`config.mk`:
```
export PLATFORM = sky130hd
export DESIGN_NAME = bidirectional_bit_packer_unit_flat
export DESIGN_NICKNAME = d
export VERILOG_FILES = /design/src/hdl/bbp_pkg.sv /design/src/hdl/bbp_in_if.sv /design/src/hdl/bbp_out_if.sv /design/src/hdl/bidirectional_bit_packer_unit.sv /design/src/hdl/bbp_packer.sv /design/src/hdl/bbp_out_buf.sv /design/src/flat_wrapper.sv
export SDC_FILE = /design/constraint.sdc
export NUM_CORES = 1
export LEC_CHECK = 0
export ABC_AREA = 1
export ABC_CLOCK_PERIOD_IN_PS = 10000
export BUFFER_PORTS_ARGS = -buffer_cell sky130_fd_sc_hd__clkbuf_2
export CAP_MARGIN = 20
export CORE_MARGIN = 2
export CORE_UTILIZATION = 40
export DETAILED_ROUTE_END_ITERATION = 10
export PLACE_DENSITY_LB_ADDON = 0.2
export SYNTH_ARGS = -nofsm -noshare
export SYNTH_HDL_FRONTEND = slang
export SYNTH_SLANG_ARGS = --single-unit
```
`constraint.sdc`:
```
create_clock -name clk -period 10 [get_ports clk]
set_input_delay 3 -clock clk [delete_from_list [all_inputs] [get_ports clk]]
set_output_delay 3 -clock clk [all_outputs]
set_load 0.01 [all_outputs]
```
`src/hdl/bbp_pkg.sv`:
```
// bbp_pkg: shared constants, codes and types of the bidirectional bit packer
// no dependencies; compiled first
package bbp_pkg;

  localparam int MAX_FIELD_BITS = 16;
  localparam int DATA_W         = 16;
  localparam int CNT_W          = 5;
  localparam int ACC_W          = 24;
  localparam int BYTE_W         = 8;
  localparam int VB_W           = 4;
  localparam int TOT_W          = 32;
  localparam int FILL_W         = 3;
  localparam int EFF_MAX        = (MAX_FIELD_BITS < DATA_W) ? MAX_FIELD_BITS : DATA_W;

  typedef enum logic {
    CMD_WRITE = 1'b0,
    CMD_FLUSH = 1'b1
  } cmd_t;

  typedef enum logic {
    ORDER_FWD = 1'b0,
    ORDER_REV = 1'b1
  } order_t;

  // up to two bytes produced by one accepted word
  typedef struct packed {
    logic [1:0]        cnt;
    logic [BYTE_W-1:0] byte0;
    logic [BYTE_W-1:0] byte1;
    logic [VB_W-1:0]   vbits0;
    logic              last0;
  } bbp_pair_t;

endpackage

```
`src/hdl/bbp_in_if.sv`:
```
// bbp_in_if: valid/ready channel carrying one packer command word
// depends on bbp_pkg
interface bbp_in_if import bbp_pkg::*; ();
  logic              valid;
  logic              ready;
  logic              command;
  logic [DATA_W-1:0] data_bits;
  logic [CNT_W-1:0]  bit_count;

  modport source (output valid, command, data_bits, bit_count, input ready);
  modport sink   (input valid, command, data_bits, bit_count, output ready);
endinterface

```
`src/hdl/bbp_out_if.sv`:
```
// bbp_out_if: valid/ready channel carrying one packed byte and its status
// depends on bbp_pkg
interface bbp_out_if import bbp_pkg::*; ();
  logic              valid;
  logic              ready;
  logic [BYTE_W-1:0] out_byte;
  logic [VB_W-1:0]   valid_bits;
  logic              last;
  logic [TOT_W-1:0]  total_bits;

  modport source (output valid, out_byte, valid_bits, last, total_bits, input ready);
  modport sink   (input valid, out_byte, valid_bits, last, total_bits, output ready);
endinterface

```
`src/hdl/bidirectional_bit_packer_unit.sv`:
```
// bidirectional_bit_packer_unit: top level of the bidirectional bit packer
// output: a byte is offered on the output in the cycle after its word is taken
// throughput: one byte per cycle on the output port while out_ready is high; a word that
// completes two bytes holds off the next word until its first byte is taken
// reset: synchronous active-low rst_n clears bit order, accumulator, fill, buffered byte count and total
// depends on bbp_pkg, bbp_in_if, bbp_out_if, bbp_packer, bbp_out_buf
module bidirectional_bit_packer_unit import bbp_pkg::*; (
  input  logic       clk,
  input  logic       rst_n,
  input  logic       cfg_we,
  input  logic       cfg_wdata,
  bbp_in_if.sink     in_ch,
  bbp_out_if.source  out_ch
);

  logic      can_take;
  logic      accept;
  bbp_pair_t pair;

  assign in_ch.ready = can_take;
  assign accept      = in_ch.valid && can_take;

  bbp_packer u_packer (
    .clk       (clk),
    .rst_n     (rst_n),
    .cfg_we    (cfg_we),
    .cfg_wdata (cfg_wdata),
    .accept    (accept),
    .command   (in_ch.command),
    .data_bits (in_ch.data_bits),
    .bit_count (in_ch.bit_count),
    .pair      (pair)
  );

  bbp_out_buf u_out_buf (
    .clk        (clk),
    .rst_n      (rst_n),
    .push       (accept),
    .pair       (pair),
    .can_take   (can_take),
    .out_valid  (out_ch.valid),
    .out_ready  (out_ch.ready),
    .out_byte   (out_ch.out_byte),
    .valid_bits (out_ch.valid_bits),
    .last       (out_ch.last),
    .total_bits (out_ch.total_bits)
  );

endmodule

```
`src/hdl/bbp_packer.sv`:
```
// bbp_packer: bit accumulator, fill count and bit order register; turns one
// accepted word into zero to two bytes. depends on bbp_pkg
module bbp_packer import bbp_pkg::*; (
  input  logic              clk,
  input  logic              rst_n,
  input  logic              cfg_we,
  input  logic              cfg_wdata,
  input  logic              accept,
  input  logic              command,
  input  logic [DATA_W-1:0] data_bits,
  input  logic [CNT_W-1:0]  bit_count,
  output bbp_pair_t         pair
);

  order_t            order_r, order_nxt;
  logic [ACC_W-1:0]  acc_r, acc_nxt;
  logic [FILL_W-1:0] fill_r, fill_nxt;

  logic [CNT_W-1:0]  n_eff;
  logic [DATA_W:0]   ones;
  logic [ACC_W-1:0]  wide;
  logic [CNT_W-1:0]  fwd_sh;
  logic [CNT_W-1:0]  sum;
  logic [ACC_W-1:0]  acc_fwd, acc_rev;
  logic              one_b, two_b;

  always_comb begin
    n_eff   = (bit_count > CNT_W'(EFF_MAX)) ? CNT_W'(EFF_MAX) : bit_count;
    ones    = ~({(DATA_W+1){1'b1}} << n_eff);
    wide    = {{(ACC_W-DATA_W){1'b0}}, data_bits & ones[DATA_W-1:0]};
    fwd_sh  = CNT_W'(ACC_W) - {{(CNT_W-FILL_W){1'b0}}, fill_r} - n_eff;
    sum     = {{(CNT_W-FILL_W){1'b0}}, fill_r} + n_eff;
    acc_fwd = acc_r | (wide << fwd_sh);
    acc_rev = acc_r | (wide << fill_r);
    two_b   = sum >= CNT_W'(2*BYTE_W);
    one_b   = sum >= CNT_W'(BYTE_W);

    order_nxt    = order_r;
    acc_nxt      = acc_r;
    fill_nxt     = fill_r;
    pair         = '0;
    pair.vbits0  = VB_W'(BYTE_W);

    if (cfg_we) begin
      order_nxt = order_t'(cfg_wdata);
      acc_nxt   = '0;
      fill_nxt  = '0;
    end else if (accept) begin
      if (cmd_t'(command) == CMD_FLUSH) begin
        if (fill_r != '0) begin
          pair.cnt    = 2'd1;
          pair.byte0  = (order_r == ORDER_FWD) ? acc_r[ACC_W-1 -: BYTE_W]
                                               : acc_r[BYTE_W-1:0];
          pair.vbits0 = {{(VB_W-FILL_W){1'b0}}, fill_r};
          pair.last0  = 1'b1;
        end
        acc_nxt  = '0;
        fill_nxt = '0;
      end else if (n_eff != '0) begin
        pair.cnt = two_b ? 2'd2 : (one_b ? 2'd1 : 2'd0);
        fill_nxt = sum[FILL_W-1:0];
        if (order_r == ORDER_FWD) begin
          pair.byte0 = acc_fwd[ACC_W-1 -: BYTE_W];
          pair.byte1 = acc_fwd[ACC_W-BYTE_W-1 -: BYTE_W];
          acc_nxt    = two_b ? (acc_fwd << (2*BYTE_W))
                             : (one_b ? (acc_fwd << BYTE_W) : acc_fwd);
        end else begin
          pair.byte0 = acc_rev[BYTE_W-1:0];
          pair.byte1 = acc_rev[2*BYTE_W-1 -: BYTE_W];
          acc_nxt    = two_b ? (acc_rev >> (2*BYTE_W))
                             : (one_b ? (acc_rev >> BYTE_W) : acc_rev);
        end
      end
    end
  end

  always_ff @(posedge clk) begin
    if (!rst_n) begin
      order_r <= ORDER_FWD;
      acc_r   <= '0;
      fill_r  <= '0;
    end else begin
      order_r <= order_nxt;
      acc_r   <= acc_nxt;
      fill_r  <= fill_nxt;
    end
  end

endmodule

```
`src/hdl/bbp_out_buf.sv`:
```
// bbp_out_buf: two-entry byte holding register, one byte a cycle to the
// output while out_ready is high, and the saturating emitted bit total. depends on bbp_pkg
module bbp_out_buf import bbp_pkg::*; (
  input  logic              clk,
  input  logic              rst_n,
  input  logic              push,
  input  bbp_pair_t         pair,
  output logic              can_take,
  output logic              out_valid,
  input  logic              out_ready,
  output logic [BYTE_W-1:0] out_byte,
  output logic [VB_W-1:0]   valid_bits,
  output logic              last,
  output logic [TOT_W-1:0]  total_bits
);

  logic [1:0]        cnt_r, cnt_nxt;
  logic [BYTE_W-1:0] b0_r, b0_nxt, b1_r, b1_nxt;
  logic [VB_W-1:0]   v0_r, v0_nxt;
  logic              last0_r, last0_nxt;
  logic [TOT_W-1:0]  tot_r, tot_nxt;
  logic [TOT_W:0]    tot_sum;
  logic              pop;

  assign out_valid  = cnt_r != 2'd0;
  assign pop        = out_valid && out_ready;
  assign can_take   = (cnt_r == 2'd0) || ((cnt_r == 2'd1) && out_ready);
  assign out_byte   = b0_r;
  assign valid_bits = v0_r;
  assign last       = last0_r;
  assign tot_sum    = {1'b0, tot_r} + {{(TOT_W+1-VB_W){1'b0}}, v0_r};
  assign total_bits = tot_sum[TOT_W] ? {TOT_W{1'b1}} : tot_sum[TOT_W-1:0];

  always_comb begin
    cnt_nxt   = cnt_r;
    b0_nxt    = b0_r;
    b1_nxt    = b1_r;
    v0_nxt    = v0_r;
    last0_nxt = last0_r;
    tot_nxt   = pop ? total_bits : tot_r;
    if (push) begin
      cnt_nxt   = pair.cnt;
      b0_nxt    = pair.byte0;
      b1_nxt    = pair.byte1;
      v0_nxt    = pair.vbits0;
      last0_nxt = pair.last0;
    end else if (pop) begin
      cnt_nxt   = cnt_r - 2'd1;
      b0_nxt    = b1_r;
      v0_nxt    = VB_W'(BYTE_W);
      last0_nxt = 1'b0;
    end
  end

  always_ff @(posedge clk) begin
    if (!rst_n) begin
      cnt_r <= '0;
      tot_r <= '0;
    end else begin
      cnt_r <= cnt_nxt;
      tot_r <= tot_nxt;
    end
    b0_r    <= b0_nxt;
    b1_r    <= b1_nxt;
    v0_r    <= v0_nxt;
    last0_r <= last0_nxt;
  end

endmodule
```
`src/flat_wrapper.sv`:
```
// flat-port wrapper written by rule: the top's interface ports become plain ports
module bidirectional_bit_packer_unit_flat import bbp_pkg::*;
  (clk, rst_n, cfg_we, cfg_wdata, in_ch_valid, in_ch_command, in_ch_data_bits, in_ch_bit_count, in_ch_ready, out_ch_valid, out_ch_out_byte, out_ch_valid_bits, out_ch_last, out_ch_total_bits, out_ch_ready);
  bbp_in_if in_ch_i ();
  bbp_out_if out_ch_i ();
  input  logic clk;
  input  logic rst_n;
  input  logic cfg_we;
  input  logic cfg_wdata;
  input wire logic [$bits(in_ch_i.valid)-1:0] in_ch_valid;
  input wire logic [$bits(in_ch_i.command)-1:0] in_ch_command;
  input wire logic [$bits(in_ch_i.data_bits)-1:0] in_ch_data_bits;
  input wire logic [$bits(in_ch_i.bit_count)-1:0] in_ch_bit_count;
  output wire logic [$bits(in_ch_i.ready)-1:0] in_ch_ready;
  output wire logic [$bits(out_ch_i.valid)-1:0] out_ch_valid;
  output wire logic [$bits(out_ch_i.out_byte)-1:0] out_ch_out_byte;
  output wire logic [$bits(out_ch_i.valid_bits)-1:0] out_ch_valid_bits;
  output wire logic [$bits(out_ch_i.last)-1:0] out_ch_last;
  output wire logic [$bits(out_ch_i.total_bits)-1:0] out_ch_total_bits;
  input wire logic [$bits(out_ch_i.ready)-1:0] out_ch_ready;
  assign in_ch_i.valid = in_ch_valid;
  assign in_ch_i.command = in_ch_command;
  assign in_ch_i.data_bits = in_ch_data_bits;
  assign in_ch_i.bit_count = in_ch_bit_count;
  assign in_ch_ready = in_ch_i.ready;
  assign out_ch_valid = out_ch_i.valid;
  assign out_ch_out_byte = out_ch_i.out_byte;
  assign out_ch_valid_bits = out_ch_i.valid_bits;
  assign out_ch_last = out_ch_i.last;
  assign out_ch_total_bits = out_ch_i.total_bits;
  assign out_ch_i.ready = out_ch_ready;
  bidirectional_bit_packer_unit u_core (.clk(clk), .rst_n(rst_n), .cfg_we(cfg_we), .cfg_wdata(cfg_wdata), .in_ch(in_ch_i), .out_ch(out_ch_i));
endmodule
```
==> results of run 1 <==
[synthesized netlist by cell type, types with 3 or more instances]
| master | instances |
|---|---|
| nor4_1 | 3 |
| inv_1 | 135 |
| nand3b_1 | 4 |
| buf_1 | 8 |
| nand2_1 | 325 |
| nor2_1 | 117 |
| buf_6 | 3 |
| edfxtp_1 | 21 |
| o21ai_0 | 39 |
| nand4_1 | 27 |
| clkbuf_1 | 31 |
| a211oi_1 | 6 |
| o211ai_1 | 23 |
| nor3_2 | 4 |
| nand3_2 | 12 |
| nor2_2 | 9 |
| xor2_1 | 9 |
| o21bai_1 | 3 |
| fa_1 | 3 |
| inv_2 | 10 |
| a21oi_1 | 75 |
| a31oi_1 | 8 |
| nand3_1 | 199 |
| o22ai_1 | 4 |
| a22oi_1 | 6 |
| ha_1 | 15 |
| o21ai_2 | 3 |
| nor3_1 | 12 |
| o21ai_1 | 24 |
| buf_2 | 13 |
| dfxtp_1 | 62 |
| nor2_4 | 6 |
[worst min-delay path by stage]
stage | startpoint | to | slack [ns]
after global routing | u_core.u_packer.acc_r[14] | u_core.u_packer.acc_r[14] | 0.48
after CTS | u_core.u_packer.acc_r[14] | u_core.u_packer.acc_r[14] | 0.47
after global placement | u_core.u_packer.acc_r[3] | u_core.u_packer.acc_r[3] | 0.46
final | u_core.u_packer.acc_r[12] | u_core.u_packer.acc_r[12] | 0.47
after floorplan | u_core.u_packer.acc_r[12] | u_core.u_packer.acc_r[12] | 0.45
after detailed placement | u_core.u_packer.acc_r[16] | u_core.u_packer.acc_r[16] | 0.46
[metrics by stage]
stage          power (mW)  util (%)  setup WS (ns)  area, µm²
3_3_place_gp         1.32      43.0           3.18       8000
5_1_grt              1.80      44.7           3.50       8300
6_report             1.68      44.7           3.67       8300
2_1_floorplan        1.05         -           3.86       7510
3_5_place_dp         1.33      43.1           3.47       8000
4_1_cts              1.68      44.7           3.66       8300
[tightest hold or removal path: cells and delay by family (launching register included)]
kind               cells  cell delay, ns
DFF                    1            0.31
and+or+nand+nor        1            0.06
AOI/OAI and AO/OA      1            0.05
[routing by layer]
metal,up-vias,part of all wire (%),GRT usage [%]
met3,63,8.6,6.32
met1,4019,41,34.9
li1,4237,-,-
met4,0,3.4,11.2
met2,390,47,47.0
met5,-,0,0
[registers in the layout (all words and copies together) (netlist names)]
register and flops:
u_core.u_out_buf.b1_r 8, u_core.u_out_buf.cnt_r 2, u_core.u_out_buf.last 1, u_core.u_out_buf.out_byte 8, u_core.u_out_buf.tot_r 32, u_core.u_out_buf.valid_bits 4, u_core.u_packer.acc_r 24, u_core.u_packer.fill_r 3
u_core.u_packer.order_r 1
[layout by cell type, fill, tap and decap left out, types with 3 or more instances in the layout]
cell type  instances
a211oi_1           6
a21oi_1           75
a22oi_1            6
a31oi_1            8
buf_4             11
clkbuf_16         10
clkbuf_2          74
dfxtp_1           62
edfxtp_1          21
fa_1               3
ha_1              15
inv_1            135
inv_2             10
inv_4              3
nand2_1          325
nand3_1          199
nand3_2           12
nand3b_1           4
nand4_1           27
nor2_1           117
nor2_2             9
nor2_4             6
nor3_1            12
nor3_2             4
nor4_1             3
o211ai_1          23
o21ai_0           39
o21ai_1           23
o21ai_2            4
o21bai_1           3
o22ai_1            4
xor2_1             9
[logic make-up after synthesis]
kind of cell    count (synthesis)  synth area share [%]
simple gates                  728                  43.7
buf+inv                       205                  10.9
fa+ha+maj                      18                  3.30
flops                          83                  24.9
compound gates                199                  15.3
xor+xnor                       13                  1.87
[power groups by stage]
stage	registers (mW)	logic, mW	clock network (mW)
after floorplan	0.498	0.555	0
after global placement	0.514	0.810	0
final	0.507	0.827	0.345
after CTS	0.508	0.820	0.350
after detailed placement	0.514	0.817	0
after global routing	0.516	0.920	0.365
[layout make-up]
type	instances	area [µm²]	share of cell area, %
inverter	148	558	6.72
clock buffer	12	268	3.23
clock inverter	4	30.0	0.362
multi-input combinational	958	4830	58.2
sequential	83	1870	22.6
tap	234	293	3.53
timing repair buffer	85	453	5.46
==> results.cfg, run 1 <==
[global_routing]
gr-usage-all-layers_pct = 28.0
grt_overflow = 0
grt_antenna_before_repair = 0
grt_pass1_vias = 8223
grt_max_degree = 53
grt_pass1_wl_mm = 43.8

[detailed_routing]
drc_errors = 0
ant_nets = 0
wl_per_cell_um = 18.3
drtPass1Iterations = 6
drt-vias-per-instance = 5.71
drt-initial-drc-count = 884
drt_wl_total_mm = 27.9
vias = 8709

[clocking]
cts_setup_buffers = 0
clock-sinks = 83
clockBufferDepth = 2
cts-buffers-inserted = 9
cts_tree = done
cts-root-buf = clkbuf_16
clock_latency_ns = 0.36
cts.repair.resized = 0
htreeDepth = 3
cts_hold_buf = 0
path_clk_slew_ns = 0.06

[worst_setup_path]
cp.depth = 4
worstSetupStartpoint = out_ch_ready
critPathMaxFanout = 2
critical_path_buf_inv_count = 2
cp_slowest_stage_delay_ns = 0.13
ff2ff_setup_slack_ns = 5.33
r2r_cells = 10
start_kind = input port
crit_end = in_ch_ready
path_class = input port to primary output
cpMaxStageDelayCell = clkbuf_2
r2r_start = u_core.u_packer.fill_r[2]
crit_path_end_kind = primary output
cp.required_ns = 7.00
r2r_end = u_core.u_out_buf.out_byte[6]
cp.arrival_ns = 3.33
critPathTopFamily = buffers and inverters
crit_chain = clkbuf_2, nand2_1, nand2_1, clkbuf_2

[sta]
fin_crit_sh_pct = 63.3
slew_headroom_pct = 27.6
slew_viol_final = 0
holdWs_ns = 0.465
setup_tns_ns = 0
fin_crit_ns = 6.33
worst_pin_slew_ns = 1.08
hold_violations = 0
finalSetupViolations = 0
rsz0062_at_grt = false
skew_ns = 0.0113
clock.fmax_mhz = 158

[synthesis]
syn_avg_cell_area_um2 = 6.03
syn_area_um2 = 7510
ys.flop_type = dfxtp_1
synth_largest_area_cell = dfxtp_1
postSynth.asyncResetShare_pct = 0
synth_top_cell_area_share_pct = 16.5
synth-seq-cells = 83
yosys_warnings = 0
synth_nets = 1292
syn_inst = 1246
synth_area_leaders = dfxtp_1, nand2_1, nand3_1
yosysSeqAreaShare_pct = 24.9
synth_cell_types = 52
synth_edf_count = 21

[finish]
fin_nets = 1331
fill_cells = 1984
syn2layout_area_growth_pct = 10.5
instances_no_fill = 1524
n_antenna_cell = 0
drive_above_1_share_pct = 12.0

[status]
status = complete, no violations

[place]
dpl.hpwl_mm = 20.9
placedCellCount = 1508
io_buffers = 74
place_congestion = 1.04

[floorplan]
die_w_um = 141
die_area_um2 = 19900
start_util_pct = 40.4
boundaryPins = 75
row_count = 50
core_um2 = 18600
die_y_um = 141

[min_path]
min_delay_path_depth = 2
min_path_type = register to register

[power]
swShare_pct = 47.0
peakVddDrop_mv = 0.0804
power_leakage_nw = 3.75
clockPowerShare_pct = 20.5
comb_power_share_pct = 49.3
p_int_mw = 0.890
power_density_nw_per_um2 = 202
power.switching_mw = 0.790
seqPwrFrac_pct = 30.2

[flow_run]
drv_cap = 0
Note: power is estimated with default switching activity, not from simulation.
==> run 2, diff against run 1 <==
Settings changed: ABC_AREA 1 to 0, ABC_CLOCK_PERIOD_IN_PS 10000 to 5300.
Clock period 10 ns to 5.3 ns, I/O delays scaled along.
==> results.cfg, run 2 <==
[status]
status = complete, no violations

[finish]
n_antenna_cell = 0
fin_nets = 1106
reg.largest.list = u_core.u_out_buf.tot_r (32), u_core.u_packer.acc_r (24)
syn2layout_area_growth_pct = 13.0
final_cell_mix = nand2_1, nor2_1, clkbuf_2
fill_cells = 1917
final_util_pct = 46.1
largest_reg_flops = 32
final_common_cell = nand2_1
top_register = u_core.u_out_buf.tot_r
drive_above_1_share_pct = 15.4

[floorplan]
row_count = 50
die_y_um = 142
die_area_um2 = 20300
start_util_pct = 40.8
die_w_um = 142
core_um2 = 18800
boundaryPins = 75

[sta]
hold_violations = 0
skew_ns = 0.00828
rsz0062_at_grt = false
setup_tns_ns = 0
clock.fmax_mhz = 206
slew_viol_final = 0
fin_crit_ns = 4.86
finalSetupViolations = 0
fin_crit_sh_pct = 91.7
holdWs_ns = 0.458
worst_pin_slew_ns = 1.06
slew_headroom_pct = 29.1

[clocking]
cts_hold_buf = 0
path_clk_slew_ns = 0.06
clockBufferDepth = 2
clock-sinks = 83
cts-root-buf = clkbuf_16
cts-buffers-inserted = 9
clock_latency_ns = 0.35
htreeDepth = 3
cts_setup_buffers = 0
cts.repair.resized = 0
cts_tree = done

[synthesis]
synth_cell_types = 82
synth_edf_count = 21
postSynth.asyncResetShare_pct = 0
yosysSeqAreaShare_pct = 24.5
synth_nets = 1056
synth-seq-cells = 83
syn_inst = 1010
synth_largest_area_cell = dfxtp_1
synth_commonest_cells = nand2_1, nor2_1, a21oi_1, dfxtp_1, o21ai_0
ys.flop_type = dfxtp_1
yosys_warnings = 0
syn_avg_cell_area_um2 = 7.58
post-synth-top-count-cell = nand2_1
synth_area_leaders = dfxtp_1, edfxtp_1, nand2_1
synth_top_cell_area_share_pct = 16.2
syn_area_um2 = 7650

[detailed_routing]
drt-vias-per-instance = 6.75
drc_errors = 0
vias = 8766
drt_wl_total_mm = 29.5
wl_per_cell_um = 22.7
ant_nets = 0
drt-initial-drc-count = 1101
drtPass1Iterations = 6

[global_routing]
gr-usage-all-layers_pct = 28.5
grt_pass1_wl_mm = 45.0
grt_overflow = 0
grt_antenna_before_repair = 0
grt_max_degree = 47
grt_pass1_vias = 8067

[place]
place_congestion = 1.02
io_buffers = 74
dpl.hpwl_mm = 21.3

[min_path]
min_to = u_core.u_out_buf.tot_r[3]
min_delay_path_depth = 2
min_from = u_core.u_out_buf.tot_r[3]
min_path_type = register to register

[power]
peakVddDrop_mv = 0.178
power_density_nw_per_um2 = 297
power_leakage_nw = 3.28

[flow_run]
drv_cap = 0

[worst_setup_path]
critPathMaxFanout = 33
cp.arrival_ns = 3.27
r2r_end = u_core.u_out_buf.b1_r[5]
start_kind = register
path_class = register to primary output
cp.required_ns = 3.71
r2r_start = u_core.u_packer.fill_r[2]
r2r_cells = 11
ff2ff_setup_slack_ns = 1.02
crit_path_end_kind = primary output
run 2: cell count changes in the layout (fill, tap and decap cells not counted), sizes merged, moves of 15 or more:
| cell | delta |
|---|---|
| inv | -116 |
| nand3 | -168 |
| nor2 | -56 |
| buf | +35 |
| a31oi | +15 |
| mux2i | +25 |
| o221ai | +15 |
| nand4 | -18 |
| nand2 | -207 |
| a311oi | +16 |
run 2: how the worst max path moves through the flow:
stage	startpoint	cells after the start	to	slack, ns
after floorplan	in_ch_bit_count[4]	18	u_core.u_out_buf.out_byte[7]	0.11
after global placement	in_ch_bit_count[4]	13	u_core.u_out_buf.b1_r[5]	0.35
after detailed placement	in_ch_bit_count[4]	13	u_core.u_out_buf.b1_r[5]	0.31
after CTS	u_core.u_out_buf.valid_bits[0]	10	out_ch_total_bits[10]	0.48
after global routing	u_core.u_out_buf.valid_bits[0]	10	out_ch_total_bits[10]	0.16
final	u_core.u_out_buf.valid_bits[0]	10	out_ch_total_bits[10]	0.44
run 2: layout make-up:
type	count	area [µm²]	share of cell area, %
clock buffers	14	318	3.68
clock inverters	2	17.5	0.203
flip-flops and latches	83	1870	21.6
inverters	34	128	1.48
multi-input cells	812	5300	61.3
repair buffers	120	716	8.28
well taps	234	293	3.39
run 2: kinds of logic (layout without fill, tap and decap cells):
group | count (synthesis) | after routing | synth area share, %
AOI/OAI and AO/OA | 373 | 373 | 35.4
and+or+nand+nor | 361 | 361 | 22.5
buffers and inverters | 115 | 170 | 6.26
DFF | 83 | 83 | 24.5
muxes | 33 | 33 | 5.03
xor gates and xnor gates | 27 | 27 | 3.09
adders and majority gates | 18 | 18 | 3.24
run 2: where the power goes:
group          internal, mW  switching [mW]  leakage, nW
logic                 0.347           0.719         2.41
clock network         0.419           0.273        0.165
registers             0.761          0.0457        0.707
run 2: critical path, cell delays in order (launching register included):
cell and delay [ns]:
edfxtp_1 0.36, ha_1 0.17, inv_1 0.05, fa_1 0.37, nor2b_1 0.14, o21ai_0 0.20, a2111oi_0 0.79, nand4_1 0.22
buf_4 0.28, o21ai_0 0.14, clkbuf_2 0.17
run 2: metrics by stage:
stage	setup WS (ns)	instances	cell area, µm²	power (mW)
3_3_place_gp	0.346	1283	8310	1.86
4_1_cts	0.480	1299	8650	2.56
5_1_grt	0.159	1299	8650	2.69
6_report	0.438	1299	8650	2.57
3_5_place_dp	0.312	1283	8310	1.87
2_1_floorplan	0.113	1010	7650	1.48
run 2: metal layers:
metal / track usage [%] / wire length, µm / share of wire, % / up-vias
met1: 35.5 / 11600 / 39 / 4089
met3: 5.42 / 2870 / 9.7 / 120
met2: 46.9 / 13500 / 46 / 585
met4: 14.7 / 1550 / 5.3 / 0
met5: 0 / 0 / 0 / -
li1: - / - / - / 3972
